**src/hw/rtl/lbs_pkg.sv**
```systemverilog
// ----------------------------------------------------------------------------
// lbs_pkg
// Shared types, register indexes and reset values for the link bring-up
// supervisor.
// ----------------------------------------------------------------------------
package lbs_pkg;

    localparam int CFG_IDX_W = 3;

    localparam logic [CFG_IDX_W-1:0] CFG_INITIAL_LINK_WAIT   = 3'd0;
    localparam logic [CFG_IDX_W-1:0] CFG_RECONNECT_LINK_WAIT = 3'd1;
    localparam logic [CFG_IDX_W-1:0] CFG_TIME_SYNC_WAIT      = 3'd2;
    localparam logic [CFG_IDX_W-1:0] CFG_BROKER_RETRY_WAIT   = 3'd3;
    localparam logic [CFG_IDX_W-1:0] CFG_MAX_LINK_FAILURES   = 3'd4;
    localparam logic [CFG_IDX_W-1:0] CFG_ANNOUNCE_INTERVAL   = 3'd5;

    localparam logic [31:0] RST_INITIAL_LINK_WAIT   = 32'd10000000;
    localparam logic [31:0] RST_RECONNECT_LINK_WAIT = 32'd5000000;
    localparam logic [31:0] RST_TIME_SYNC_WAIT      = 32'd10000000;
    localparam logic [31:0] RST_BROKER_RETRY_WAIT   = 32'd2000000;
    localparam logic [7:0]  RST_MAX_LINK_FAILURES   = 8'd3;
    localparam logic [31:0] RST_ANNOUNCE_INTERVAL   = 32'd3600 * 32'd1000;

    typedef enum logic [3:0] {
        ST_INIT       = 4'd0,
        ST_LINKING    = 4'd1,
        ST_LINKED     = 4'd2,
        ST_REQTIME    = 4'd3,
        ST_SETTIME    = 4'd4,
        ST_FWCHECK    = 4'd5,
        ST_LINKREADY  = 4'd6,
        ST_BROKERING  = 4'd7,
        ST_BROKERWAIT = 4'd8,
        ST_BROKERUP   = 4'd9,
        ST_READY      = 4'd10,
        ST_DOWN       = 4'd11
    } t_state;

    typedef struct packed {
        logic [31:0] now_us;
        logic [31:0] now_ms;
        logic        link_up;
        logic        link_needs_reinit;
        logic        broker_up;
        logic        time_synced;
        logic        queue_flush_ok;
    } t_in_word;

    typedef struct packed {
        logic [3:0] conn_state;
        logic       do_link_restart;
        logic       do_link_reconnect;
        logic       do_link_announce;
        logic       do_time_request;
        logic       do_firmware_check;
        logic       do_broker_begin;
        logic       do_publish_announcements;
        logic       do_announce_ready;
        logic       do_service_queues;
    } t_out_word;

    typedef struct packed {
        logic [31:0] initial_link_wait_us;
        logic [31:0] reconnect_link_wait_us;
        logic [31:0] time_sync_wait_us;
        logic [31:0] broker_retry_wait_us;
        logic [7:0]  max_link_failures;
        logic [31:0] announce_interval_ms;
    } t_cfg;

    typedef struct packed {
        t_state      state;
        logic [31:0] active_link_wait;
        logic [7:0]  link_failures;
        logic [31:0] link_start_us;
        logic [31:0] time_request_us;
        logic [31:0] broker_start_us;
        logic [31:0] last_announce_ms;
    } t_ctx;

endpackage

```
**src/hw/rtl/link_bringup_supervisor_unit.sv**
```systemverilog
// ----------------------------------------------------------------------------
// link_bringup_supervisor_unit
// Path: an accepted poll word passes the input register, then the result
// register. Throughput: one poll per cycle unless the output stalls; the
// state loop closes through a single step of compare and subtract logic.
// Reset: synchronous active-low; state goes to init, timers and counters
// clear, configuration returns to default waits.
// ----------------------------------------------------------------------------
module link_bringup_supervisor_unit (
    input  logic                          i_clk,
    input  logic                          i_rst_n,
    input  logic                          i_in_valid,
    output logic                          o_in_stall,
    input  lbs_pkg::t_in_word             i_in_data,
    output logic                          o_out_valid,
    input  logic                          i_out_stall,
    output lbs_pkg::t_out_word            o_out_data,
    input  logic                          i_cfg_we,
    input  logic [lbs_pkg::CFG_IDX_W-1:0] i_cfg_idx,
    input  logic [31:0]                   i_cfg_wdata
);
    import lbs_pkg::*;

    t_cfg      cfg;
    t_ctx      r_ctx;
    t_ctx      n_ctx;
    t_in_word  r_in;
    logic      r_in_valid;
    t_out_word r_out;
    t_out_word n_out;
    logic      r_out_valid;
    logic      advance;
    logic      load;

    lbs_cfg_regs u_cfg (
        .i_clk       (i_clk),
        .i_rst_n     (i_rst_n),
        .i_cfg_we    (i_cfg_we),
        .i_cfg_idx   (i_cfg_idx),
        .i_cfg_wdata (i_cfg_wdata),
        .o_cfg       (cfg)
    );

    lbs_step u_step (
        .i_ctx (r_ctx),
        .i_cfg (cfg),
        .i_in  (r_in),
        .o_ctx (n_ctx),
        .o_out (n_out)
    );

    assign advance    = r_in_valid && (!r_out_valid || !i_out_stall);
    assign load       = !r_in_valid || advance;
    assign o_in_stall = !load;

    always_ff @(posedge i_clk) begin
        if (!i_rst_n) begin
            r_in_valid <= 1'b0;
        end else if (load) begin
            r_in_valid <= i_in_valid;
        end
    end

    always_ff @(posedge i_clk) begin
        if (load && i_in_valid) begin
            r_in <= i_in_data;
        end
    end

    always_ff @(posedge i_clk) begin
        if (!i_rst_n) begin
            r_ctx.state            <= ST_INIT;
            r_ctx.active_link_wait <= RST_INITIAL_LINK_WAIT;
            r_ctx.link_failures    <= 8'd0;
            r_ctx.link_start_us    <= 32'd0;
            r_ctx.time_request_us  <= 32'd0;
            r_ctx.broker_start_us  <= 32'd0;
            r_ctx.last_announce_ms <= 32'd0;
        end else if (advance) begin
            r_ctx <= n_ctx;
        end
    end

    always_ff @(posedge i_clk) begin
        if (!i_rst_n) begin
            r_out_valid <= 1'b0;
        end else if (advance) begin
            r_out_valid <= 1'b1;
        end else if (!i_out_stall) begin
            r_out_valid <= 1'b0;
        end
    end

    always_ff @(posedge i_clk) begin
        if (advance) begin
            r_out <= n_out;
        end
    end

    assign o_out_valid = r_out_valid;
    assign o_out_data  = r_out;

endmodule

```
**src/hw/rtl/lbs_cfg_regs.sv**
```systemverilog
// ----------------------------------------------------------------------------
// lbs_cfg_regs
// Configuration register file, written by index, reset to default waits.
// ----------------------------------------------------------------------------
module lbs_cfg_regs (
    input  logic                          i_clk,
    input  logic                          i_rst_n,
    input  logic                          i_cfg_we,
    input  logic [lbs_pkg::CFG_IDX_W-1:0] i_cfg_idx,
    input  logic [31:0]                   i_cfg_wdata,
    output lbs_pkg::t_cfg                 o_cfg
);
    import lbs_pkg::*;

    t_cfg r_cfg;

    always_ff @(posedge i_clk) begin
        if (!i_rst_n) begin
            r_cfg.initial_link_wait_us   <= RST_INITIAL_LINK_WAIT;
            r_cfg.reconnect_link_wait_us <= RST_RECONNECT_LINK_WAIT;
            r_cfg.time_sync_wait_us      <= RST_TIME_SYNC_WAIT;
            r_cfg.broker_retry_wait_us   <= RST_BROKER_RETRY_WAIT;
            r_cfg.max_link_failures      <= RST_MAX_LINK_FAILURES;
            r_cfg.announce_interval_ms   <= RST_ANNOUNCE_INTERVAL;
        end else if (i_cfg_we) begin
            case (i_cfg_idx)
                CFG_INITIAL_LINK_WAIT:   r_cfg.initial_link_wait_us   <= i_cfg_wdata;
                CFG_RECONNECT_LINK_WAIT: r_cfg.reconnect_link_wait_us <= i_cfg_wdata;
                CFG_TIME_SYNC_WAIT:      r_cfg.time_sync_wait_us      <= i_cfg_wdata;
                CFG_BROKER_RETRY_WAIT:   r_cfg.broker_retry_wait_us   <= i_cfg_wdata;
                CFG_MAX_LINK_FAILURES:   r_cfg.max_link_failures      <= i_cfg_wdata[7:0];
                CFG_ANNOUNCE_INTERVAL:   r_cfg.announce_interval_ms   <= i_cfg_wdata;
                default: ;
            endcase
        end
    end

    assign o_cfg = r_cfg;

endmodule

```
**src/hw/rtl/lbs_step.sv**
```systemverilog
// ----------------------------------------------------------------------------
// lbs_step
// One poll of the supervisor: next state, stored times and action strobes.
// ----------------------------------------------------------------------------
module lbs_step (
    input  lbs_pkg::t_ctx      i_ctx,
    input  lbs_pkg::t_cfg      i_cfg,
    input  lbs_pkg::t_in_word  i_in,
    output lbs_pkg::t_ctx      o_ctx,
    output lbs_pkg::t_out_word o_out
);
    import lbs_pkg::*;

    logic [31:0] link_elapsed;
    logic [31:0] time_elapsed;
    logic [31:0] broker_elapsed;
    logic [31:0] announce_elapsed;
    logic [8:0]  fail_inc;
    logic        link_timeout;
    logic        time_timeout;
    logic        broker_retry;
    logic        announce_due;
    t_ctx        n_ctx;

    assign link_elapsed     = i_in.now_us - i_ctx.link_start_us;
    assign time_elapsed     = i_in.now_us - i_ctx.time_request_us;
    assign broker_elapsed   = i_in.now_us - i_ctx.broker_start_us;
    assign announce_elapsed = i_in.now_ms - i_ctx.last_announce_ms;
    assign fail_inc         = {1'b0, i_ctx.link_failures} + 9'd1;
    assign link_timeout     = link_elapsed > i_ctx.active_link_wait;
    assign time_timeout     = time_elapsed > i_cfg.time_sync_wait_us;
    assign broker_retry     = broker_elapsed >= i_cfg.broker_retry_wait_us;
    assign announce_due     = (i_ctx.last_announce_ms == 32'd0) ||
                              (announce_elapsed > i_cfg.announce_interval_ms);

    always_comb begin
        n_ctx = i_ctx;
        case (i_ctx.state)
            ST_LINKING: begin
                if (i_in.link_up) begin
                    n_ctx.state         = ST_LINKED;
                    n_ctx.link_failures = 8'd0;
                end else if (link_timeout) begin
                    if (fail_inc > {1'b0, i_cfg.max_link_failures}) begin
                        n_ctx.state         = ST_INIT;
                        n_ctx.link_failures = 8'd0;
                    end else begin
                        n_ctx.state         = ST_DOWN;
                        n_ctx.link_failures = fail_inc[7:0];
                    end
                end
            end
            ST_LINKED: begin
                if (i_in.link_needs_reinit) begin
                    n_ctx.state = ST_INIT;
                end else if (!i_in.link_up) begin
                    n_ctx.state = ST_DOWN;
                end else begin
                    n_ctx.state         = ST_REQTIME;
                    n_ctx.link_failures = 8'd0;
                end
            end
            ST_REQTIME: begin
                if (i_in.time_synced) begin
                    n_ctx.state = ST_FWCHECK;
                end else begin
                    n_ctx.state           = ST_SETTIME;
                    n_ctx.time_request_us = i_in.now_us;
                end
            end
            ST_SETTIME: begin
                if (!i_in.link_up) begin
                    n_ctx.state = ST_DOWN;
                end else if (i_in.time_synced) begin
                    n_ctx.state = ST_FWCHECK;
                end else if (time_timeout) begin
                    n_ctx.state = ST_LINKED;
                end
            end
            ST_FWCHECK: begin
                n_ctx.state = ST_LINKREADY;
            end
            ST_LINKREADY: begin
                if (i_in.link_up) begin
                    n_ctx.state           = ST_BROKERING;
                    n_ctx.broker_start_us = i_in.now_us;
                end else begin
                    n_ctx.state = ST_DOWN;
                end
            end
            ST_BROKERING: begin
                n_ctx.state = i_in.broker_up ? ST_BROKERUP : ST_BROKERWAIT;
            end
            ST_BROKERWAIT: begin
                if (broker_retry) begin
                    n_ctx.state = ST_LINKREADY;
                end
            end
            ST_BROKERUP: begin
                if (!i_in.broker_up) begin
                    n_ctx.state = ST_LINKREADY;
                end else begin
                    n_ctx.state = ST_READY;
                    if (announce_due) begin
                        n_ctx.last_announce_ms = i_in.now_ms;
                    end
                end
            end
            ST_READY: begin
                if (!i_in.link_up) begin
                    n_ctx.state = ST_DOWN;
                end else if (!i_in.broker_up) begin
                    n_ctx.state = ST_LINKREADY;
                end
            end
            ST_DOWN: begin
                n_ctx.state            = ST_LINKING;
                n_ctx.active_link_wait = i_cfg.reconnect_link_wait_us;
            end
            default: begin
                n_ctx.state            = ST_LINKING;
                n_ctx.active_link_wait = i_cfg.initial_link_wait_us;
                n_ctx.link_start_us    = i_in.now_us;
            end
        endcase
    end

    always_comb begin
        o_out            = '0;
        o_out.conn_state = n_ctx.state;
        case (i_ctx.state)
            ST_LINKING:    o_out.do_link_announce  = i_in.link_up;
            ST_LINKED:     ;
            ST_REQTIME:    o_out.do_time_request   = !i_in.time_synced;
            ST_SETTIME:    ;
            ST_FWCHECK:    o_out.do_firmware_check = 1'b1;
            ST_LINKREADY:  o_out.do_broker_begin   = i_in.link_up;
            ST_BROKERING:  ;
            ST_BROKERWAIT: ;
            ST_BROKERUP: begin
                o_out.do_publish_announcements = i_in.broker_up && announce_due;
                o_out.do_announce_ready        = i_in.broker_up;
            end
            ST_READY: begin
                o_out.do_service_queues = i_in.link_up && i_in.broker_up &&
                                          i_in.queue_flush_ok;
            end
            ST_DOWN:       o_out.do_link_reconnect = 1'b1;
            default:       o_out.do_link_restart   = 1'b1;
        endcase
    end

    assign o_ctx = n_ctx;

endmodule

```
**config.mk**
```make
export PLATFORM = sky130hd
export DESIGN_NAME = link_bringup_supervisor_unit
export DESIGN_NICKNAME = d
export VERILOG_FILES = /design/src/hw/rtl/lbs_pkg.sv /design/src/hw/rtl/link_bringup_supervisor_unit.sv /design/src/hw/rtl/lbs_cfg_regs.sv /design/src/hw/rtl/lbs_step.sv
export SDC_FILE = /design/constraint.sdc
export NUM_CORES = 1
export LEC_CHECK = 0
export BUFFER_PORTS_ARGS = -buffer_cell sky130_fd_sc_hd__buf_2
export CAP_MARGIN = 25
export CORE_MARGIN = 2
export CORE_UTILIZATION = 62
export CTS_CLUSTER_DIAMETER = 100
export DETAILED_ROUTE_END_ITERATION = 10
export PLACE_DENSITY = 0.8
export SLEW_MARGIN = 20
export SYNTH_ARGS = -nofsm -noshare
export SYNTH_HDL_FRONTEND = slang
export SYNTH_SLANG_ARGS = --single-unit
```
**constraint.sdc**
```tcl
create_clock -name i_clk -period 6.4 [get_ports i_clk]
set_input_delay 1.28 -clock i_clk [delete_from_list [all_inputs] [get_ports i_clk]]
set_output_delay 1.28 -clock i_clk [all_outputs]
set_load 0.1 [all_outputs]
```
==> key figures, run 1 <==
Clock network
  • Clock tree buffer depth: 3
  • H-tree depth: 2
  • CTS Hold Bufs: 0
  • Clock Sinks: 424
  • CTS tree: done
  • Cells resized by post-CTS repair: 0
  • Root Buffer: clkbuf_16
  • Worst-Skew Late Latency: 0.59 ns
  • Setup Fix Bufs, Post-CTS: 0
  • Worst-path clk slew: around 0.060 ns
  • CTS buffer count: 46

Placement
  • Port Buffer Count: 123
  • Dpl ws: ~0.21 ns
  • DP Wirelength: 51100 um
  • GP Congestion: 0.974

Routing
  • Starting DRT DRC Count: 1626
  • Post-DRT Antenna Nets: 0
  • Highest routed layer: met4
  • DR vias/cell: 5.94
  • DRT Wirelength: ~70000 um
  • DR vias: 21.9k
  • Avg WL per Cell: 18.8 um
  • WL met2: 32700 um
  • DRC: 0
  • First drt pass iteration count: 6
  • Met1 wire length: 30200 um
  • WL met3: 4490 um

Synth
  • Syn nets: 3421
  • Synthesized cell area: 24900 um^2
  • Synthesis Warnings: 0
  • Post-synth top flop: dfxtp_1
  • Sequential share of the synthesized area: 37.4%
  • Post-synth EDFFs: 82
  • Async set or reset register ratio after synthesis: 0%
  • Netlist cell types: 71
  • Syn Area/Cell: approximately 8.2 um^2
  • Syn Inst Count: 3047
  • Seq cells post-synth: around 420

Setup path
  • Required @ worst endpoint: 6.84 ns
  • Startpoint type of the worst setup path: flop
  • R2r setup slk: slightly below 0.3 ns
  • Crit path DAT: 6.54 ns
  • Worst setup path end: r_ctx[11]
  • Critical path type: reg -> reg
  • Crit path from: r_in[5]
  • CP Capture Type: flop
  • Worst R2R Start: r_in[5]
  • FF-to-FF path depth: 25
  • Worst reg2reg path endpoint: r_ctx[11]
  • Crit Path Max Fanout: 32

Global route
  • GRT Overall Usage: between 30% and 40%
  • Initial antenna violation count: 0
  • Largest net degree at the start of global routing: 129
  • Vias in the first global route: 21.5k
  • Grt ovf: 0
  • Global-route wire length before repair: between 100000 and 150000 um

Final layout
  • N_diodes: 0
  • Final Core Density: 69.3%
  • Area delta synth->final: 10.6%
  • Fraction of layout cells with a size suffix above 1: 7.79%
  • Most common cell after layout, fill and taps aside: nand2_1
  • Commonest cells after routing, fill and taps aside: nand2_1, dfxtp_1, a21oi_1, inv_1, ha_1
  • Nets@finish: approximately 3.5k

Power and ir drop
  • PD cells: 244 nW/um^2
  • Leak: approximately 0.011 uW
  • VDD IR-drop max: 0.000228 V

STA
  • RSZ-0062 raised after global routing: false
  • Final setup vio count: 0
  • Worst Skew: 0.0217 ns
  • Slew headroom: 31.8%
  • Least-Margin Pin Slew: 1.02 ns
  • Fmax: approximately 160 MHz
  • Final clock period utilization by the worst path: 95.4%
  • Final Hold Viols: 0
  • Max-slew violations: 0
  • Hold WS: around 0.45 ns
  • Final min period: between 6 and 7 ns
  • Setup ws final: 0.293 ns
  • Fin Setup TNS: 0 ns

Run status
  • Status: complete, no violations

Hold path
  • Worst min path class: reg -> reg

Floorplanning
  • Initial Util: 62.7%
  • CORE AREA: 39700 um^2
  • Die width: ~200 um
  • I/O Pins: 124
  • FP Rows: 73
  • Die height: roughly 200 um
  • Total Die Area: 41800 um^2

Run
  • Max Cap Viol: 0
==> final cells by class <==
class                   instances  area, um^2
clock buffers                  64        1270
clock inverters                19         181
fillers                      3248       12200
inverters                     296        1120
multi-input cells            2217       14100
flip-flops and latches        424        9310
well taps                     525         657
repair buffers                150         866
==> worst min path at each step <==
stage                     startpoint               end  slack, ns  cells after the start
finish               u_cfg.o_cfg[43]   u_cfg.o_cfg[43]       0.45                      2
detailed placement  u_cfg.o_cfg[134]  u_cfg.o_cfg[134]       0.45                      2
global route        u_cfg.o_cfg[134]  u_cfg.o_cfg[134]       0.47                      2
global placement    u_cfg.o_cfg[121]  u_cfg.o_cfg[121]       0.44                      2
floorplan           u_cfg.o_cfg[111]  u_cfg.o_cfg[111]       0.44                      2
CTS                 u_cfg.o_cfg[147]  u_cfg.o_cfg[147]       0.45                      2
==> metrics by stage <==
step           instances  power, uW  instance area (um^2)
2_1_floorplan       3047       3770                 24900
3_3_place_gp        3610       4090                 26000
3_5_place_dp        3611       4140                 26100
4_1_cts             3694       6730                 27500
5_1_grt             3695       6990                 27500
6_report            3695       6720                 27500
==> worst max-delay path, stage by stage, from the launching register on <==
cell,delay (ns)
edfxtp_1,0.40
inv_1,0.07
ha_1,0.17
inv_1,0.06
fa_1,0.41
a21o_1,0.17
a21oi_1,0.21
a21boi_0,0.18
o211a_1,0.33
a31oi_4,0.26
o31a_1,0.25
o211ai_2,0.15
a41o_1,0.27
o41a_1,0.32
xor2_1,0.16
ha_1,0.30
nand4_1,0.10
or2_2,0.31
nor3_2,0.38
a221oi_1,0.15
o211ai_1,0.20
o21ai_0,0.27
a21oi_4,0.22
buf_12,0.25
mux2i_1,0.26
nor2_1,0.07
==> metal layers <==
layer	track usage [%]	up-vias
met3	4.35	137
met5	0	-
met4	12.8	0
met1	43.2	10400
met2	56.2	742
li1	-	10700
==> state kept, by name, indices dropped and copies added (netlist names) <==
register     flops
o_out_data      13
r_ctx          172
u_cfg.o_cfg    168
r_in            69
o_out_valid      1
r_in_valid       1
==> kinds of logic (layout without fill, tap and decap cells) <==
group                      after synthesis  in the layout  share of synthesized area, %
adders and majority gates              265            265                          13.4
muxes                                   43             43                          1.73
DFF                                    424            424                          37.4
and+or+nand+nor                       1028           1028                          17.5
AOI/OAI and AO/OA                      769            769                          19.9
xor gates and xnor gates               112            112                          3.94
buffers and inverters                  406            529                          6.14
==> Yosys cell counts (14+ instances only) <==
library cell	number	area (um^2)
nand4_1	39	244
o21a_1	33	248
xnor2_1	77	674
o21bai_1	18	135
dfxtp_1	342	6850
o21ai_0	82	410
a21boi_0	54	405
clkbuf_1	104	390
nor2_1	150	563
o211ai_1	44	330
a211oi_1	18	135
nand2b_1	14	87.6
edfxtp_1	82	2460
nand3_1	51	255
ha_1	261	3270
nor4_1	14	87.6
a311oi_1	24	210
mux2i_1	42	420
xor2_1	35	307
a21oi_1	309	1550
nor2b_1	45	282
nor3_1	21	105
inv_1	294	1100
and2_1	15	93.8
nand2_1	652	2450
a21o_1	104	781
==> report_power, final <==
group	internal (uW)	switching (uW)	total, uW
registers	2810	72.0	2890
clock network	1480	1130	2610
logic	477	753	1230
total	4770	1960	6720
Note: power is estimated with default switching activity, not from simulation.
==> run 2: changes to the inputs <==
- CORE_UTILIZATION: 62 -> 58
- CTS_BUF_LIST: not set -> sky130_fd_sc_hd__clkbuf_8
- PLACE_DENSITY: 0.8 -> 0.79
- REMOVE_ABC_BUFFERS: not set -> 1
- clock period: 6.4 -> 5.3 ns (I/O delays scaled with it)
==> run 2 against run 1 <==
Effect of this change: clock power is 29% higher; total power is 26% higher; worst setup slack worse by 0.15 ns; count of clock-buffer cells in the layout is 25 higher; critical path depth is 1 higher; via count is 1.9% higher; combinational power is 34% higher; utilization is 0.22 points lower; clock skew is 0.0020 ns higher; critical path type unchanged; highest routed layer unchanged.
==> key figures, run 2 (synthesis results as in run 1) <==
Setup path
  • Startpoint type of the worst setup path: flop
  • Worst path bufs/invs: 4 (+1)
  • CP Capture Type: flop
  • Critical Path Slowest Stage Cell: edfxtp_1
  • Crit Path Max Fanout: 5 (-84%)
  • R2r setup slk: 0.14 ns (-0.15 ns)
  • CP delay by family, top: compound AO/OA/AOI/OAI gates
  • Required @ worst endpoint: 5.85 ns (-0.99 ns)
  • Max incr delay on CP: 0.38 ns (-0.03 ns)
  • Most common cell on crit path: inv_1
  • Crit path DAT: 5.71 ns (-0.83 ns)
  • Critical path type: reg -> reg

Final layout
  • Final Non-Filler Cells: 3876 (+4.9%)
  • Design Area, Final: 29100 um^2 (+5.7%)
  • Commonest cells after routing, fill and taps aside: nand2_1, dfxtp_1, inv_1, a21oi_1, ha_1
  • Nets@finish: 3649 (+4.0%)
  • Most common cell after layout, fill and taps aside: nand2_1
  • Area delta synth->final: 16.9%
  • Max reg flops: 172 (unchanged)
  • Fraction of layout cells with a size suffix above 1: 14.1% (+6.3 points)
  • Biggest register: r_ctx

Global route
  • Vias in the first global route: 22.0k (+2.3%)
  • Global-route wire length before repair: 110000 um (-1.1%)
  • GRT Overall Usage: 30.7% (-2.6 points)
  • Largest net degree at the start of global routing: 132 (+2.3%)
  • Initial antenna violation count: 2 (+2)
  • Grt ovf: 0 (unchanged)

Clock network
  • CTS Hold Bufs: 0 (unchanged)
  • CTS buffer count: 75 (+63%)
  • Worst-Skew Late Latency: 0.67 ns (+0.08 ns)
  • Worst-path clk slew: 0.06 ns (about the same)
  • H-tree depth: 3 (+1)
  • Root Buffer: clkbuf_8
  • Clock tree buffer depth: 3 (unchanged)
  • Clock Sinks: 424 (unchanged)
  • CTS tree: done

Hold path
  • Worst min path class: reg -> reg

Run status
  • Status: complete, no violations

Power and ir drop
  • Leak: 0.0116 uW (+8.3%)
  • VDD IR-drop max: 0.000302 V (+33%)
  • PD cells: 292 nW/um^2 (+20%)

Floorplanning
  • Die height: 211 um (+3.3%)
  • I/O Pins: 124 (unchanged)
  • Die width: 211 um (+3.3%)
  • Total Die Area: 44600 um^2 (+6.8%)
  • Initial Util: 59.1% (-3.6 points)
  • CORE AREA: 42100 um^2 (+6.0%)
  • FP Rows: 75 (+2.7%)

Routing
  • Starting DRT DRC Count: 1697 (+4.4%)
  • DRT Wirelength: 69200 um (-0.40%)
  • First drt pass iteration count: 6 (unchanged)
  • Highest routed layer: met4
  • Avg WL per Cell: 17.8 um (-5.0%)
  • WL met2: 32400 um (-0.95%)
  • DR vias/cell: 5.77 (-2.9%)
  • Post-DRT Antenna Nets: 0 (unchanged)
  • DRC: 0 (unchanged)
  • Met1 wire length: 29900 um (-0.85%)
  • WL met3: 4460 um (-0.49%)
  • DR vias: 22.4k (+1.9%)

Placement
  • Dpl cell area: 26800 um^2 (+2.7%)
  • Placed insts: 3711 (+2.8%)
  • DP Wirelength: 49500 um (-3.0%)
  • GP Congestion: 0.954 (-2.1%)
  • Port Buffer Count: 123 (unchanged)

STA
  • Final setup vio count: 0 (unchanged)
  • Final min period: 5.16 ns (-0.950 ns)
  • Least-Margin Pin Slew: 0.899 ns (-0.122 ns)
  • Final clock period utilization by the worst path: 97.3% (+1.9 points)
  • Worst Skew: 0.0237 ns (+0.00200 ns)
  • Fmax: 194 MHz (+18%)
  • Slew headroom: 39.9% (+8.1 points)
  • Hold WS: 0.454 ns (-0.00121 ns)
  • Max-slew violations: 0 (unchanged)
  • Final Hold Viols: 0 (unchanged)

Run
  • Max Cap Viol: 0 (unchanged)
-- run 2: changes by cell type in the layout (fill, tap and decap cells not counted), moves of 6 or more --
cell | previous run | this run
a21oi_1 | 306 | 299
a21oi_2 | 2 | 9
buf_4 | 25 | 124
clkbuf_1 | 14 | 0
clkbuf_16 | 47 | 1
clkbuf_8 | 3 | 89
clkinv_2 | 5 | 11
inv_1 | 294 | 315
o21ai_0 | 81 | 68
o21ai_1 | 1 | 7
o21ai_2 | 0 | 7
-- run 2: worst reg2reg max path, cell delays in order (launching register included) --
cell and delay (ns):
edfxtp_1 0.38, inv_1 0.07, ha_2 0.16, inv_1 0.05, fa_2 0.34, a21o_1 0.20
a21oi_2 0.20, a21boi_2 0.09, o211a_1 0.28, a31oi_4 0.19, o31a_1 0.22, o211ai_2 0.12
a41o_1 0.21, o41a_1 0.32, xor2_1 0.15, ha_1 0.30, nand4_1 0.09, or2_4 0.25
nor3_4 0.24, a221oi_2 0.09, o211ai_1 0.18, o21ai_2 0.12, a21oi_4 0.22, buf_6 0.15
buf_12 0.12, mux2i_2 0.24, nor2b_1 0.08
-- run 2: final timing paths --
path / depth (start not counted) / startpoint / endpoint
setup / recovery: 26 / r_in[5] / r_ctx[7]
hold / removal: 2 / r_ctx[107] / r_ctx[107]
setup reg to reg: 26 / r_in[5] / r_ctx[7]
hold reg to reg: 2 / r_ctx[107] / r_ctx[107]
-- run 2: per-layer routing --
layer / track usage [%] / vias up
li1: - / 10900
met1: 39.8 / 10500
met2: 51.3 / 739
met3: 4.74 / 162
met4: 12.3 / 0
met5: 0 / -
-- run 2: per-stage QoR --
step / power [uW] / setup TNS (ns) / util [%] / worst slack (ns)
detailed placement: 5070 / -12.22 / 63.5 / -0.384
global route: 8850 / -3.11 / 69.1 / -0.120
global placement: 5020 / -5.75 / 63.4 / -0.220
finish: 8500 / 0 / 69.1 / 0.144
CTS: 8460 / 0 / 68.0 / 0.00146
floorplan: 4530 / -58.36 / - / -1.85
-- run 2: final cells by class --
cell class / count / area (um^2)
multi-input cells: 2217 / 14500
clock buffers: 89 / 1220
flip-flops and latches: 424 / 9310
repair buffers: 261 / 1830
clock inverters: 48 / 438
well taps: 539 / 674
inverters: 296 / 1120
diodes: 2 / 5.00
fillers: 3408 / 13000
-- run 2: power by group --
| group | switching (uW) | leakage, uW | internal, uW | total (uW) |
|---|---|---|---|---|
| registers | 73.5 | 0.00357 | 3400 | 3470 |
| logic | 977 | 0.00713 | 677 | 1650 |
| clock network | 1480 | 0.000942 | 1900 | 3370 |
-- run 2: repair_timing --
item / in CTS / in global routing
resized for setup: 35 / 67
endpoints found under the setup margin: 48 / 48
setup buffers: 9 / 12
pin swaps: 18 / 53
gates cloned: 1 / 1
